## src/design/homogeneous_vector_transform_unit_assert.svh

```systemverilog
// Assertion macros for the homogeneous vector transform unit.
// They expect signals named clk and arst_n in the module that uses them.
`ifndef HOMOGENEOUS_VECTOR_TRANSFORM_UNIT_ASSERT_SVH
`define HOMOGENEOUS_VECTOR_TRANSFORM_UNIT_ASSERT_SVH

`ifndef SYNTHESIS
`define HVT_CHECK(lbl, ante, cons) \
	lbl: assert property (@(posedge clk) disable iff (!arst_n) (ante) |-> (cons)) \
		else $error("hvt same-cycle check failed");
`define HVT_CHECK_NEXT(lbl, ante, cons) \
	lbl: assert property (@(posedge clk) disable iff (!arst_n) (ante) |=> (cons)) \
		else $error("hvt next-cycle check failed");
`else
`define HVT_CHECK(lbl, ante, cons)
`define HVT_CHECK_NEXT(lbl, ante, cons)
`endif

`endif

```

## src/design/hvt_pkg.sv

```systemverilog
`default_nettype none
package hvt_pkg;

	localparam int FIELD_W = 32;
	localparam int CW      = 32;
	localparam int FB      = 16;
	localparam int LANES   = 4;
	localparam int NREG    = 8;
	localparam int CFG_W   = 64;
	localparam int IDX_W   = 4;
	localparam int MIDX_W  = $clog2(NREG);

	// Product, exact sum of four products, and floored dot product widths.
	localparam int PW      = 2 * CW;
	localparam int SW      = PW + 2;
	localparam int DW      = SW - FB;
	// Quotient bits kept; anything at or above 2^QB is flagged as overflow.
	localparam int QB      = CW + 1;
	localparam int NW      = DW + FB;
	localparam int SH      = QB - FB;
	localparam int DIV_LAT = QB + 2;

	localparam logic CMD_FULL  = 1'b0;
	localparam logic CMD_POINT = 1'b1;

	typedef logic signed [CW-1:0] comp_t;
	typedef logic signed [DW-1:0] dot_t;
	typedef logic [DW-1:0]        mag_t;
	typedef logic [QB-1:0]        quo_t;

	localparam comp_t ONE_COMP = comp_t'(1) << FB;
	localparam dot_t  ONE_DOT  = dot_t'(1) << FB;
	localparam mag_t  ONE_MAG  = mag_t'(1) << FB;

	localparam logic [CFG_W-1:0] ONE_LO = CFG_W'(1) << FB;
	localparam logic [CFG_W-1:0] ONE_HI = ONE_LO << (CFG_W / 2);
	localparam logic [CFG_W-1:0] REG_RESET [NREG] = '{
		ONE_HI, '0, ONE_LO, '0, '0, ONE_HI, '0, ONE_LO
	};

	typedef struct packed {
		logic                      cmd;
		logic signed [FIELD_W-1:0] in_x;
		logic signed [FIELD_W-1:0] in_y;
		logic signed [FIELD_W-1:0] in_z;
		logic signed [FIELD_W-1:0] in_w;
	} in_item_t;

	typedef struct packed {
		logic signed [FIELD_W-1:0] out_x;
		logic signed [FIELD_W-1:0] out_y;
		logic signed [FIELD_W-1:0] out_z;
		logic signed [FIELD_W-1:0] out_w;
		logic                      zero_scale;
		logic                      saturated;
	} out_item_t;

	typedef struct packed {
		logic neg;
		logic ovf;
		quo_t quo;
	} div_res_t;

	typedef struct packed {
		logic valid;
		logic point;
		logic zero;
	} ctl_t;

endpackage
`default_nettype wire

```

## src/design/hvt_merge.sv

```systemverilog
`default_nettype none
module hvt_merge (
	input  hvt_pkg::div_res_t  res [hvt_pkg::LANES],
	input  hvt_pkg::ctl_t      ctl,
	output hvt_pkg::out_item_t item
);
	import hvt_pkg::*;

	localparam quo_t  MAG_MIN = quo_t'(1) << (CW - 1);
	localparam quo_t  MAG_MAX = MAG_MIN - quo_t'(1);
	localparam comp_t VAL_MIN = comp_t'(MAG_MIN[CW-1:0]);
	localparam comp_t VAL_MAX = comp_t'(MAG_MAX[CW-1:0]);

	comp_t            vals [LANES];
	logic [LANES-1:0] sat_vec;
	logic [LANES-1:0] keep;

	always_comb begin
		for (int k = 0; k < LANES; k++) begin
			// The w lane carries no result in point mode; a zero scale clears all.
			keep[k]    = !ctl.zero && ((k < LANES - 1) || !ctl.point);
			sat_vec[k] = keep[k] && (res[k].ovf ||
				(res[k].neg ? (res[k].quo > MAG_MIN) : (res[k].quo > MAG_MAX)));
			if (!keep[k]) begin
				vals[k] = '0;
			end else if (sat_vec[k]) begin
				vals[k] = res[k].neg ? VAL_MIN : VAL_MAX;
			end else begin
				vals[k] = res[k].neg ? comp_t'(-res[k].quo[CW-1:0]) : comp_t'(res[k].quo[CW-1:0]);
			end
		end
		item.out_x      = FIELD_W'(vals[0]);
		item.out_y      = FIELD_W'(vals[1]);
		item.out_z      = FIELD_W'(vals[2]);
		item.out_w      = FIELD_W'(vals[3]);
		item.zero_scale = ctl.zero;
		item.saturated  = |sat_vec;
	end

endmodule
`default_nettype wire
```

## config.mk

```make
export PLATFORM = sky130hd
export DESIGN_NAME = hvt_merge
export DESIGN_NICKNAME = d
export VERILOG_FILES = /design/src/design/homogeneous_vector_transform_unit_assert.svh /design/src/design/hvt_pkg.sv /design/src/design/hvt_merge.sv
export SDC_FILE = /design/constraint.sdc
export NUM_CORES = 1
export LEC_CHECK = 0
export BUFFER_PORTS_ARGS = -buffer_cell sky130_fd_sc_hd__buf_2
export CORE_ASPECT_RATIO = 0.6
export CORE_MARGIN = 1
export CORE_UTILIZATION = 42
export DETAILED_ROUTE_END_ITERATION = 8
export PLACE_DENSITY = 0.73
export SYNTH_ARGS = -nofsm -noshare
export SYNTH_HDL_FRONTEND = slang
export SYNTH_SLANG_ARGS = --single-unit
export TNS_END_PERCENT = 20
```

## constraint.sdc

```tcl
create_clock -name vclk -period 2.15
set_input_delay 0 -clock vclk [all_inputs]
set_output_delay 0 -clock vclk [all_outputs]
set_load 0.05 [all_outputs]
```

; ---- Word-level counts from Yosys, hierarchy flattened
; Index checks and enable logic that the tools add are counted.
[classes]
add_sub_neg = 4
magnitude_cmp = 8
muxes = 20
n_reduce_logical = 12
[op_table]
columns = cell, count
row1 = $mux W32, 16
row2 = $gt A33 B31 Y1 const B, 4
row3 = $gt A33 B32 Y1 const B, 4
row4 = $neg A32 Y32, 4
row5 = $logic_and A1 B1 Y1, 5
row6 = $logic_or A1 B1 Y1, 4
row7 = $mux W1, 4
row8 = $reduce_or A4 Y1, 1
row9 = $logic_not A1 Y1, 2
[totals]
regBits = 0
input_bits = 143
out_inout_bits = 130
wordCells = 44

; ---- Depth between registers and ports, before layout
[depth]
word_depth = 6
depth_mapped = 9
ltp_nobuf = 8

; ---- Worst setup path before layout
; OpenSTA, ideal clock, no wires.
[synth_path]
path_type = in2out
startpoint = in res[35] in the netlist's numbering
endpoint = out item[62] in the netlist's numbering
arrival_time_ns = 3.913
required_time_ns = 2.150
path_slack_ns = -1.763
path_stages = 7
path_buffers = 0
path_cell_list = inv_1 -> ha_1 -> or4b_1 -> nor3_2 -> nor4b_1 -> a21oi_1 -> a2111oi_0
[synth_lines]
columns = item, line_no
row1 = from (decl), hvt_merge.sv:3  ; input hvt_pkg::div_res_t res [hvt_pkg::LANES],
row2 = to (decl), hvt_merge.sv:5  ; output hvt_pkg::out_item_t item

==> out/metrics.csv <==
metric,value,unit
# IOs,273,
"Avg Cell Area, Syn",6.230,µm²
initial antenna violation count,1,
final non-filler cell area,10910,µm²
Final Hold Viols,0,
period utilization,108.4,%
Final Max Tran Viols,0,
Max Cap Violations,0,
fin cells,1465,
row count,32,
Worst EP required,2150,ps
die outline height,91.90,µm
Die Area,13950,µm²
Post-Syn Area,5657,µm²
Initial Util,43.61,%
measured slew at the worst slew-check pin,719.5,ps
crit path launch type,input port,
CP arrival,2330,ps
Avg Vias per Cell,6.432,
failing checks,negative setup slack,
Cells after Synth,908,
"Seq/Total Area, Yosys",0,%
# clk buffers,0,
Ys Warns,0,
slew margin rel.,52.03,%
outcome,"complete, but fails checks",
fill count,793,
RePlAce Congestion,0.9684,
WL final,29030,µm
Area after DPL,9508,µm²
Seq cells,0,
syn nets,1059,
routed vias,9423,
Worst VDD drop,0.0001714,V
first-pass GRT wire length,42850,µm
setup ws final,-181.6,ps
Detail Placement HPWL,19690,µm
Buffers on Ports,272,
Hold Path Class,in -> out,
Worst Setup Path Type,in -> out,
drt drc,0,
CP max FO,15,
P&R area growth vs syn,92.94,%
Die W,151.8,µm
final cell utilization of the core,84.13,%
Yosys cell types,70,
cell area power density,214.4,nW/µm²
vias in the first global route,8328,
Final min period,2332,ps
layout cells sized above 1,52.90,%
DR iter-0 viols,836,
FF+latch area,0,µm²
largest net degree at the start of global routing,65,
Placed Instances,1459,
Core ar.,12970,µm²
nets@finish,1448,
dpl ws,-365.7,ps
Multi-input gate area,6905,µm²
Leak,4.122,nW
setup TNS,-7523,ps
Final setup viols,92,
antenna diode count,0,
cts hold-fix bufs,0,
GRT overflow,0,
max frequency,428.9,MHz
post-route ant nets,0,
gr usage total,36.24,%
critical path capture point type,primary output,
RSZ-0062 raised after global routing,true,
Pre-antenna DRT Iters,6,
wire per inst,19.82,µm
-- synth_stat cells, types with 11 or more instances --
library cell    n  area [µm²]
nand2b_1       21       131.4
inv_1          14       52.55
or3_1          23       143.9
a31oi_1        32       200.2
o21ai_0        18       90.09
nor2_1        136       510.5
mux2i_1        39       390.4
buf_2          13       65.06
nor3b_1        35       262.8
nand2_1        28       105.1
nor2b_1        45       281.5
o32ai_2        11       178.9
o22ai_1        32       200.2
and2_1         27       168.9
a21oi_1        70       350.3
nor4_1         28       175.2
nand4_1        27       168.9
o32ai_1        47       411.6
nand3_1        19       95.09
clkbuf_1       59       221.5
nor3_1         50       250.2
or4_1          12       90.09
-- where the power goes --
| group | internal [mW] | leakage, nW | total [mW] | switching [mW] |
|---|---|---|---|---|
| clock network | 0 | 0 | 0 | 0 |
| registers | 0 | 0 | 0 | 0 |
| logic | 0.876 | 4.12 | 2.34 | 1.46 |
-- final timing paths --
path,start,cells past startpoint,endpoint,slack [ps]
worst min-delay path,res[135],4,item[128],480
worst max-delay path,res[18],9,item[8],-180
-- cells in the final DEF, fill, tap and decap left out, drive strengths merged, types with 33 or more instances in the layout --
cell	count
nor3b	35
a21oi	70
nor3	51
nor2	137
buf	462
nor4	33
mux2i	39
o32ai	58
nor2b	45
-- critical path, cell delays in order --
cell      delay, ps
buf_2           110
or3_4           390
or4_4           530
nor4_2          370
o21bai_2        120
buf_4           200
o22ai_1         190
and2_1          150
buf_2           260
-- repair_timing --
| action | CTS | global route |
|---|---|---|
| pin swaps | 19 | 35 |
| setup endpoints to repair | 125 | 129 |
| hold endpoints to repair | 0 | 0 |
| gates resized for setup | 234 | 160 |
| buffers inserted | 1 | 3 |
| cloned | 0 | 2 |
-- per-layer routing --
layer	up-vias	global-route usage [%]	part of all wire [%]
met1	4398	49.49	40
li1	4319	-	-
met4	2	4.833	2.1
met5	-	0	0.038
met3	72	4.773	10
met2	632	61.78	47
-- cell type report --
cell class	instances	share of cell area, %
inverter	15	0.5617
multi-input combinational	815	63.27
tap	170	1.949
timing repair buffer	465	34.22
-- cells by family after synthesis --
| kind of cell | share of synthesized area (%) |
|---|---|
| and+or+nand+nor | 50.01 |
| AOI/OAI and AO/OA | 33.36 |
| buffers and inverters | 7.188 |
| muxes | 6.901 |
| adders and majority gates | 1.770 |
| xor gates and xnor gates | 0.7741 |
-- through the flow --
stage               hold slack (ps)  power (mW)
detailed placement            502.2       1.996
floorplan                     167.1       1.262
global route                  490.6       2.440
CTS                           467.6       2.169
finish                        481.6       2.340
global placement              487.7       1.974
(Power assumes the default switching activity.)
